[src/rtl/prqs_pkg.sv]
// ----------------------------------------------------------------------------
// Process ready queue sorter package
// Shared types, widths and codes for the ready queue, its store and control.
// ----------------------------------------------------------------------------
package prqs_pkg;

   // Number of record slots in the queue.
   localparam int QUEUE_DEPTH = 16;
   // Slot index width and record count width (the count can reach the depth).
   localparam int IDX_W = (QUEUE_DEPTH > 1) ? $clog2(QUEUE_DEPTH) : 1;
   localparam int CNT_W = $clog2(QUEUE_DEPTH + 1);

   // Command codes.
   typedef enum logic [1:0] {
      CMD_ENQUEUE  = 2'd0,
      CMD_DEQUEUE  = 2'd1,
      CMD_SORT_ARR = 2'd2,
      CMD_SORT_DUR = 2'd3
   } cmd_type;

   // Result status codes.
   localparam logic [1:0] STAT_OK    = 2'd0;
   localparam logic [1:0] STAT_FULL  = 2'd1;
   localparam logic [1:0] STAT_EMPTY = 2'd2;

   // One stored process record.
   typedef struct packed {
      logic [15:0] pid;
      logic [15:0] dur;
      logic [15:0] arr;
   } rec_type;

   // Command transaction payload.
   typedef struct packed {
      logic [1:0]  command;
      logic [15:0] process_id;
      logic [15:0] time_to_complete;
      logic [15:0] time_of_arrival;
   } req_type;

   // Result transaction payload.
   typedef struct packed {
      logic [1:0]  status;
      logic        record_valid;
      logic [15:0] out_process_id;
      logic [15:0] out_duration;
      logic [15:0] out_arrival;
      logic [4:0]  held_count;
   } rsp_type;

   // Access request from the control to the record store.
   typedef struct packed {
      logic             we;
      logic [IDX_W-1:0] waddr;
      rec_type          wdata;
      logic [IDX_W-1:0] raddr;
   } mem_req_type;

   // Control status seen by the top level.
   typedef struct packed {
      logic             idle;
      logic [CNT_W-1:0] count;
   } ctrl_stat_type;

endpackage

[src/rtl/prqs_store.sv]
// ----------------------------------------------------------------------------
// Process ready queue record store
// One write port and one registered read port over the circular record buffer.
// ----------------------------------------------------------------------------
module prqs_store
   import prqs_pkg::*;
(
   input  logic        clock,
   input  mem_req_type mem_req,
   output rec_type     rd_data
);

   rec_type mem [QUEUE_DEPTH];
   rec_type rd_data_ff;

   // Write at the requested slot; the read data is registered and appears in the cycle after the address.
   always_ff @(posedge clock) begin
      if (mem_req.we) begin
         mem[mem_req.waddr] <= mem_req.wdata;
      end
      rd_data_ff <= mem[mem_req.raddr];
   end

   assign rd_data = rd_data_ff;

endmodule

[src/rtl/prqs_ctrl.sv]
// ----------------------------------------------------------------------------
// Process ready queue control
// Runs enqueue, dequeue and the stable in-place insertion sort over the store.
// ----------------------------------------------------------------------------
module prqs_ctrl
   import prqs_pkg::*;
(
   input  logic          clock,
   input  logic          reset,
   input  logic          req_valid,
   input  req_type       req_payload,
   input  logic          out_free,
   input  rec_type       rd_data,
   output mem_req_type   mem_req,
   output logic          res_push,
   output rsp_type       res_out,
   output ctrl_stat_type stat
);

   typedef enum logic [5:0] {
      ST_IDLE   = 6'b000001,
      ST_DEQ_RD = 6'b000010,
      ST_LOAD   = 6'b000100,
      ST_CMP    = 6'b001000,
      ST_PLACE  = 6'b010000,
      ST_FINISH = 6'b100000
   } state_type;

   state_type        state_ff, state_in;
   logic [IDX_W-1:0] head_ff, head_in;
   logic [CNT_W-1:0] count_ff, count_in;
   logic [CNT_W-1:0] i_ff, i_in;
   logic [CNT_W-1:0] j_ff, j_in;
   logic [CNT_W-1:0] i_next;
   logic             by_arr_ff, by_arr_in;
   rec_type          item_ff, item_in;
   rsp_type          res_ff, res_in;

   // Physical slot of the record at a given offset from the head.
   function automatic logic [IDX_W-1:0] phys(input logic [IDX_W-1:0] head,
                                             input logic [CNT_W-1:0] off);
      logic [CNT_W:0] sum;
      sum = (CNT_W + 1)'(head) + (CNT_W + 1)'(off);
      if (sum >= (CNT_W + 1)'(QUEUE_DEPTH)) begin
         sum = sum - (CNT_W + 1)'(QUEUE_DEPTH);
      end
      return sum[IDX_W-1:0];
   endfunction

   // Sort key of a record.
   function automatic logic [15:0] key_of(input rec_type r, input logic by_arr);
      return by_arr ? r.arr : r.dur;
   endfunction

   assign i_next = i_ff + CNT_W'(1);

   // Next state and store access.
   always_comb begin
      state_in      = state_ff;
      head_in       = head_ff;
      count_in      = count_ff;
      i_in          = i_ff;
      j_in          = j_ff;
      by_arr_in     = by_arr_ff;
      item_in       = item_ff;
      res_in        = res_ff;
      mem_req       = '0;
      res_push      = 1'b0;

      unique case (state_ff)
         ST_IDLE: begin
            if (req_valid) begin
               res_in = '0;
               unique case (cmd_type'(req_payload.command))
                  CMD_ENQUEUE: begin
                     if (count_ff == CNT_W'(QUEUE_DEPTH)) begin
                        res_in.status = STAT_FULL;
                     end else begin
                        mem_req.we        = 1'b1;
                        mem_req.waddr     = phys(head_ff, count_ff);
                        mem_req.wdata.pid = req_payload.process_id;
                        mem_req.wdata.dur = req_payload.time_to_complete;
                        mem_req.wdata.arr = req_payload.time_of_arrival;
                        count_in          = count_ff + CNT_W'(1);
                     end
                     state_in = ST_FINISH;
                  end
                  CMD_DEQUEUE: begin
                     if (count_ff == '0) begin
                        res_in.status = STAT_EMPTY;
                        state_in      = ST_FINISH;
                     end else begin
                        mem_req.raddr = head_ff;
                        state_in      = ST_DEQ_RD;
                     end
                  end
                  CMD_SORT_ARR, CMD_SORT_DUR: begin
                     by_arr_in = (cmd_type'(req_payload.command) == CMD_SORT_ARR);
                     if (count_ff < CNT_W'(2)) begin
                        state_in = ST_FINISH;
                     end else begin
                        i_in          = CNT_W'(1);
                        mem_req.raddr = phys(head_ff, CNT_W'(1));
                        state_in      = ST_LOAD;
                     end
                  end
                  default: state_in = ST_FINISH;
               endcase
            end
         end

         // Head record read back: hand it out and retire the slot.
         ST_DEQ_RD: begin
            res_in.record_valid   = 1'b1;
            res_in.out_process_id = rd_data.pid;
            res_in.out_duration   = rd_data.dur;
            res_in.out_arrival    = rd_data.arr;
            head_in  = (head_ff == IDX_W'(QUEUE_DEPTH - 1)) ? '0 : head_ff + IDX_W'(1);
            count_in = count_ff - CNT_W'(1);
            state_in = ST_FINISH;
         end

         // Record to insert has arrived; fetch its left neighbour.
         ST_LOAD: begin
            item_in       = rd_data;
            j_in          = i_ff;
            mem_req.raddr = phys(head_ff, i_ff - CNT_W'(1));
            state_in      = ST_CMP;
         end

         // Shift a strictly greater neighbour right, or drop the record in.
         ST_CMP: begin
            mem_req.we    = 1'b1;
            mem_req.waddr = phys(head_ff, j_ff);
            if (key_of(rd_data, by_arr_ff) > key_of(item_ff, by_arr_ff)) begin
               mem_req.wdata = rd_data;
               j_in          = j_ff - CNT_W'(1);
               if (j_ff == CNT_W'(1)) begin
                  state_in = ST_PLACE;
               end else begin
                  mem_req.raddr = phys(head_ff, j_ff - CNT_W'(2));
               end
            end else begin
               mem_req.wdata = item_ff;
               i_in          = i_next;
               if (i_next == count_ff) begin
                  state_in = ST_FINISH;
               end else begin
                  mem_req.raddr = phys(head_ff, i_next);
                  state_in      = ST_LOAD;
               end
            end
         end

         // The record belongs at the head of the queue.
         ST_PLACE: begin
            mem_req.we    = 1'b1;
            mem_req.waddr = phys(head_ff, j_ff);
            mem_req.wdata = item_ff;
            i_in          = i_next;
            if (i_next == count_ff) begin
               state_in = ST_FINISH;
            end else begin
               mem_req.raddr = phys(head_ff, i_next);
               state_in      = ST_LOAD;
            end
         end

         // Pass the result on once the output register can take it.
         ST_FINISH: begin
            if (out_free) begin
               res_push = 1'b1;
               state_in = ST_IDLE;
            end
         end

         default: state_in = ST_IDLE;
      endcase
   end

   // Control registers.
   always_ff @(posedge clock) begin
      if (reset) begin
         state_ff <= ST_IDLE;
         head_ff  <= '0;
         count_ff <= '0;
      end else begin
         state_ff <= state_in;
         head_ff  <= head_in;
         count_ff <= count_in;
      end
   end

   // Working registers of the sort and the pending result.
   always_ff @(posedge clock) begin
      i_ff      <= i_in;
      j_ff      <= j_in;
      by_arr_ff <= by_arr_in;
      item_ff   <= item_in;
      res_ff    <= res_in;
   end

   // The count is final by the time the result is passed on.
   always_comb begin
      res_out            = res_ff;
      res_out.held_count = 5'(count_ff);
   end

   assign stat.idle  = (state_ff == ST_IDLE);
   assign stat.count = count_ff;

endmodule

[src/rtl/process_ready_queue_sorter_top.sv]
// ----------------------------------------------------------------------------
// Process ready queue sorter
// Bounded FIFO of process records with stable sort by arrival or duration.
// ----------------------------------------------------------------------------
// Usage:
//   Commands enter on the req_ channel (valid and stall) and each one gives
//   exactly one transaction on the rsp_ channel: status, the dequeued record
//   where there is one, and the number of records held afterwards.
//   One command is handled at a time; req_stall is high while it runs.
//   Enqueue passes from idle straight to the finish state; dequeue goes
//   through a read state first, since the record store has a registered
//   read port; the response is then loaded into the output register.
//   A sort of n records walks the store with an insertion pass: it goes
//   straight to the finish state when n is below two; otherwise each record
//   is loaded, its strictly greater left neighbours are shifted right, and it is placed.
//   The result sits in an output register; the next command is accepted
//   while it waits. If rsp_stall holds it, a finished command waits inside
//   the block and further commands are stalled.
//   Reset empties the queue and clears the head pointer; the store contents
//   are not cleared and need no clearing pass.
// ----------------------------------------------------------------------------
module process_ready_queue_sorter_top
   import prqs_pkg::*;
(
   input  logic    clock,
   input  logic    reset,
   input  logic    req_valid,
   output logic    req_stall,
   input  req_type req_payload,
   output logic    rsp_valid,
   input  logic    rsp_stall,
   output rsp_type rsp_payload
);

   mem_req_type   mem_req;
   rec_type       rd_data;
   ctrl_stat_type stat;
   rsp_type       res_out;
   logic          res_push;
   logic          out_free;
   logic          rsp_valid_ff, rsp_valid_in;
   rsp_type       rsp_payload_ff;

   prqs_store u_store (
      .clock   (clock),
      .mem_req (mem_req),
      .rd_data (rd_data)
   );

   prqs_ctrl u_ctrl (
      .clock       (clock),
      .reset       (reset),
      .req_valid   (req_valid),
      .req_payload (req_payload),
      .out_free    (out_free),
      .rd_data     (rd_data),
      .mem_req     (mem_req),
      .res_push    (res_push),
      .res_out     (res_out),
      .stat        (stat)
   );

   assign req_stall = !stat.idle;

   // Output register: loads when empty or when its transaction is taken.
   assign out_free     = !rsp_valid_ff || !rsp_stall;
   assign rsp_valid_in = res_push || (rsp_valid_ff && rsp_stall);

   always_ff @(posedge clock) begin
      if (reset) begin
         rsp_valid_ff <= 1'b0;
      end else begin
         rsp_valid_ff <= rsp_valid_in;
      end
   end

   always_ff @(posedge clock) begin
      if (res_push) begin
         rsp_payload_ff <= res_out;
      end
   end

   assign rsp_valid   = rsp_valid_ff;
   assign rsp_payload = rsp_payload_ff;

   // A result is only passed on when the output register has room.
   a_push_has_room: assert property (@(posedge clock) disable iff (reset)
      res_push |-> out_free)
      else $error("result pushed into an occupied output register");

   // The record count never exceeds the queue depth.
   a_count_bound: assert property (@(posedge clock) disable iff (reset)
      stat.count <= CNT_W'(QUEUE_DEPTH))
      else $error("record count beyond queue depth");

   // An accepted command keeps the control busy in the next cycle.
   a_accept_busy: assert property (@(posedge clock) disable iff (reset)
      (req_valid && !req_stall) |=> req_stall)
      else $error("command accepted without the control leaving idle");

   // A dequeued record is always reported with ok status.
   a_record_ok: assert property (@(posedge clock) disable iff (reset)
      (res_push && res_out.record_valid) |-> (res_out.status == STAT_OK))
      else $error("record returned with an error status");

endmodule
[config.mk]
export PLATFORM = sky130hd
export DESIGN_NAME = process_ready_queue_sorter_top
export DESIGN_NICKNAME = d
export VERILOG_FILES = /design/src/rtl/prqs_pkg.sv /design/src/rtl/prqs_store.sv /design/src/rtl/prqs_ctrl.sv /design/src/rtl/process_ready_queue_sorter_top.sv
export SDC_FILE = /design/constraint.sdc
export NUM_CORES = 1
export LEC_CHECK = 0
export BUFFER_PORTS_ARGS = -buffer_cell sky130_fd_sc_hd__buf_2
export CORE_ASPECT_RATIO = 0.7
export CORE_MARGIN = 2
export CORE_UTILIZATION = 26
export DETAILED_ROUTE_END_ITERATION = 10
export HOLD_SLACK_MARGIN = 0.08
export PLACE_DENSITY = 0.43
export SLEW_MARGIN = 40
export SYNTH_ARGS = -nofsm -noshare
export SYNTH_HDL_FRONTEND = slang
export SYNTH_HIERARCHICAL = 1
export SYNTH_SLANG_ARGS = --single-unit
[constraint.sdc]
create_clock -name clock -period 10.58 [get_ports clock]
set_input_delay 1.587 -clock clock [delete_from_list [all_inputs] [get_ports clock]]
set_output_delay 1.587 -clock clock [all_outputs]
set_load 0.1 [all_outputs]
Yosys cells after proc, flatten, opt, wreduce, memory -nomap -nowiden
Memories as Yosys holds them, arrays and structs flattened. A register that Yosys moved wholly into a read port is not among the register bits.
Cells that the tools add are included.
- bits in registers: 182
- bits in writable memories: 768
- input port bits: 54
- output and inout port bits: 58
- memories: 1
- add/subtract/negate cells: 19
- magnitude comparators: 8
- equality and inequality tests: 22
- muxes and demuxes: 49
- reduce and logical (&&, ||, !) cells: 19
- memories (name ; depth ; bits a word ; read ports ; clocked after memory_dff ; write ports ; line ; RTL):
    u_store.mem ; 16 ; 48 ; 1 ; 1 ; 1 ; prqs_store.sv:13 ; rec_type mem [QUEUE_DEPTH];
- operators by type and width (operator ; count):
    $pmux 53 s3 ; 1
    $mux 53 ; 2
    $pmux 49 s2 ; 1
    $mux 57 ; 1
    $mux 54 ; 1
    $mux 52 ; 1
    $mux 4 ; 11
    $mux 6 ; 7
    $mux 5 ; 8
    $pmux 6 s6 ; 1
    $mux 16 ; 2
    $add 4x5->6 ; 5
    $ge 6x5->1 const B ; 5
    $sub 4x1->4 const B ; 6
    $pmux 5 s2 ; 2
    $pmux 6 s3 ; 1
    $gt 16x16->1 ; 1
    $pmux 4 s4 ; 1
    $pmux 5 s3 ; 1
    $sub 5x1->5 const B ; 3
    $add 5x1->5 const B ; 2
    $ne 2x2->1 const B ; 5
    $pmux 4 s2 ; 1
    $eq 6x1->1 const B ; 1
    other kinds (33) ; 47

Longest topological paths before layout
- depth after elaboration: 9
- gate-level depth with buffers: 17
- mapped depth without buffers: 12

Cells and area by module
Netlist, hierarchy kept.
- modules (own cells, without submodules) (module ; times used ; cells an instance ; area each (um^2)):
    prqs_store ; 1 ; 1242 ; 29694.7
    prqs_ctrl ; 1 ; 629 ; 7327.0
    process_ready_queue_sorter_top ; 1 ; 61 ; 1717.9

Worst setup path before layout
OpenSTA, ideal clock, no wires.
- path kind: input-to-reg
- start: in req_payload[48] (netlist name)
- end: mem u_store/mem[0][0] (netlist name) (enable)
- library setup time: 0.513 ns
- arrival time: 6.234 ns
- data required time: 10.067 ns
- setup slack: 3.833 ns
- stages on the path: 6
- cell sequence: a211oi_1 clkbuf_1 nand2_1 nand2_1 or3b_2 nor3_1
- RTL lines (element ; line ; RTL):
    from (decl) ; process_ready_queue_sorter_top.sv:29 ; input req_type req_payload,
    to (decl) ; prqs_store.sv:13 ;

==> impl_metrics.toml <==
[cells_and_area]
multi_input_area_sq_um = 8930
ff_latch_area_sq_um = 29300
fillers = 14200
final_cell_mix = "edfxtp_1, mux4_2, buf_2, clkbuf_16, a22oi_1"
finalCoreUtilization_pct = 30.6
area_growth_pct = 16.9
final_layout_size_suffix_gt1_share_pct = 25.3
nets = 2186
fin_area_sq_um = 45200
final_common_cell = "edfxtp_1"

[logic_synthesis]
synth_area_sq_um = 38700
synth.avg_cell_area_sq_um = 20.1
synth_fp_nets = 2026
yosys_warnings = 6
postSynthCellCount = 1927

[worst_setup_path]
cp_slowest_cell = "nor4_1"
critPathLaunch = "u_ctrl/by_arr_ff$_DFFE_PP_"
r2r_start = "u_ctrl/by_arr_ff$_DFFE_PP_"
path_cells = "buf_4, mux2_2, ha_1, nand4_1, nor2_1, o2bb2ai_1, nor4_1, o21ai_1, o211ai_1, buf_6, buf_12, buf_16, mux4_2, a22oi_1, nand2_1"
end_kind = "flop"
crit_buf_inv = 4
critPathMaxFanout = 76
endpoint = "u_store/rd_data[13]$_DFF_P_"
start_kind = "flop"
worstSetupPathType = "reg2reg"
crit_arrival_ns = 6.64
required_ns = 11.15
cp_slowest_stage_delay_ns = 0.73
cpLargestDelayFamily = "buffers and inverters"
crit_cells = 15
worstReg2RegEnd = "u_store/rd_data[13]$_DFF_P_"
worst_r2r_path_depth = 15
r2r_slack_ns = 4.51

[route]
dr.pass1.iters = 5
drt-total-wl_microns = 107000
antenna_left = 0
drt_iter0_drc = 1748
drc = 0
routedWlPerCell_microns = 25.8
vias = 19700
vias_per_cell = 4.74

[grt]
grt_use_met1_pct = 18.8
grt_max_degree = 77
overflow = 0
grt_util_all_layers_pct = 13.9
grt_pass1_wl_microns = 151000
antenna_found_initial = 4
use_met2_pct = 22.9
grtUsageMet3_pct = 2.61
busiest_layer = "met2"
grt_pass1_vias = 20400

[timing]
final.setup_skew_ns = 0.0269
setup_viol = 0
tightest_slew_ns = 0.877
fmax_ghz = 0.165
period_share_pct = 57.4
fin_crit_ns = 6.07
setup_slack_ns = 4.51
slew_headroom_pct = 41.6
final-hold-violation-count = 0
rsz0062_at_grt = "no"
fin_tns_setup_ns = 0
slew_viol_final = 0

[clocking]
cts_buffer_depth = 3
post_cts_buffers = 0
cts.htree.levels = 3
cts-root-buf = "clkbuf_16"
cts_tree = "built"
cts_resized = 0
hold_buffers = 0
cts_sinks = 998
numCtsBuffers = 106
clk_pin_slew_worst_paths_ns = 0.06
clk_latency_ns = 0.70

[die]
coreArea_sq_um = 148000
die_x_microns = 465
die_y_microns = 327
ios = 112
die_area_sq_um = 152000
initial_utilization_pct = 26.2
placementRows = 118

[place]
dp_slack_ns = 4.51
gp_congestion = 0.756
portBuffers = 111
placed_cell_area_sq_um = 41900
dp_hpwl_microns = 57800

[power_and_ir_drop]
leakagePower_nw = 14.6
power_density_nw_per_um2 = 191
power.total_w = 0.00864
ir_drop_v = 0.000110

[hold_path]
worst_hold_path_type = "reg2reg"
hold_start = "u_ctrl/res_out[5]$_SDFFCE_PN0P_"

[flow_run]
cap_violations = 0

[run_status]
outcome = "finished, final reports clean"
[layer usage]
layer | vias up | wire [microns] | part of all wire (%)
met5 | - | 0 | 0
li1 | 8268 | - | -
met3 | 162 | 5020 | 4.7
met2 | 553 | 51800 | 48
met4 | 0 | 2600 | 2.4
met1 | 10700 | 47600 | 44
[flip-flops by register name, summed over array words and instances (netlist names)]
name / flops
u_ctrl/i_ff: 5
u_ctrl/state_ff: 6
rsp_valid: 1
u_ctrl/count_ff: 5
u_ctrl/item_ff: 48
u_ctrl/j_ff: 5
rsp_payload: 56
u_ctrl/head_ff: 4
u_store/mem: 768
u_ctrl/res_out: 51
u_store/rd_data: 48
u_ctrl/by_arr_ff: 1
[how the worst min path moves through the flow]
stage                                endpoint  cells past startpoint
global placement    rsp_payload[53]$_DFFE_PP_                      0
detailed placement  rsp_payload[38]$_DFFE_PP_                      0
global route        rsp_payload[53]$_DFFE_PP_                      0
finish               rsp_payload[5]$_DFFE_PP_                      0
CTS                  rsp_payload[5]$_DFFE_PP_                      0
floorplan           rsp_payload[10]$_DFFE_PP_                      0
[metrics by stage]
stage / hold WS [ns] / instances
finish: 0.411 / 4155
global route: 0.427 / 4154
CTS: 0.415 / 4151
detailed placement: 0.406 / 3957
global placement: 0.403 / 3950
floorplan: 0.400 / 1927
[area by class of cell]
type | instances | area share (%)
repair buffers | 155 | 2.42
clock inverters | 39 | 0.678
clock buffers | 155 | 6.60
inverters | 27 | 0.224
diodes | 2 | 0.0111
well taps | 1980 | 5.48
flip-flops and latches | 998 | 64.8
multi-input cells | 799 | 19.8
[power breakdown]
group / internal [W] / switching [W] / total, W
Sequential: 0.00446 / 0.0000607 / 0.00452
Combinational: 0.000136 / 0.000426 / 0.000562
Clock: 0.00204 / 0.00151 / 0.00355
Total: 0.00664 / 0.00200 / 0.00864
Note: power is estimated with default switching activity, not from simulation.
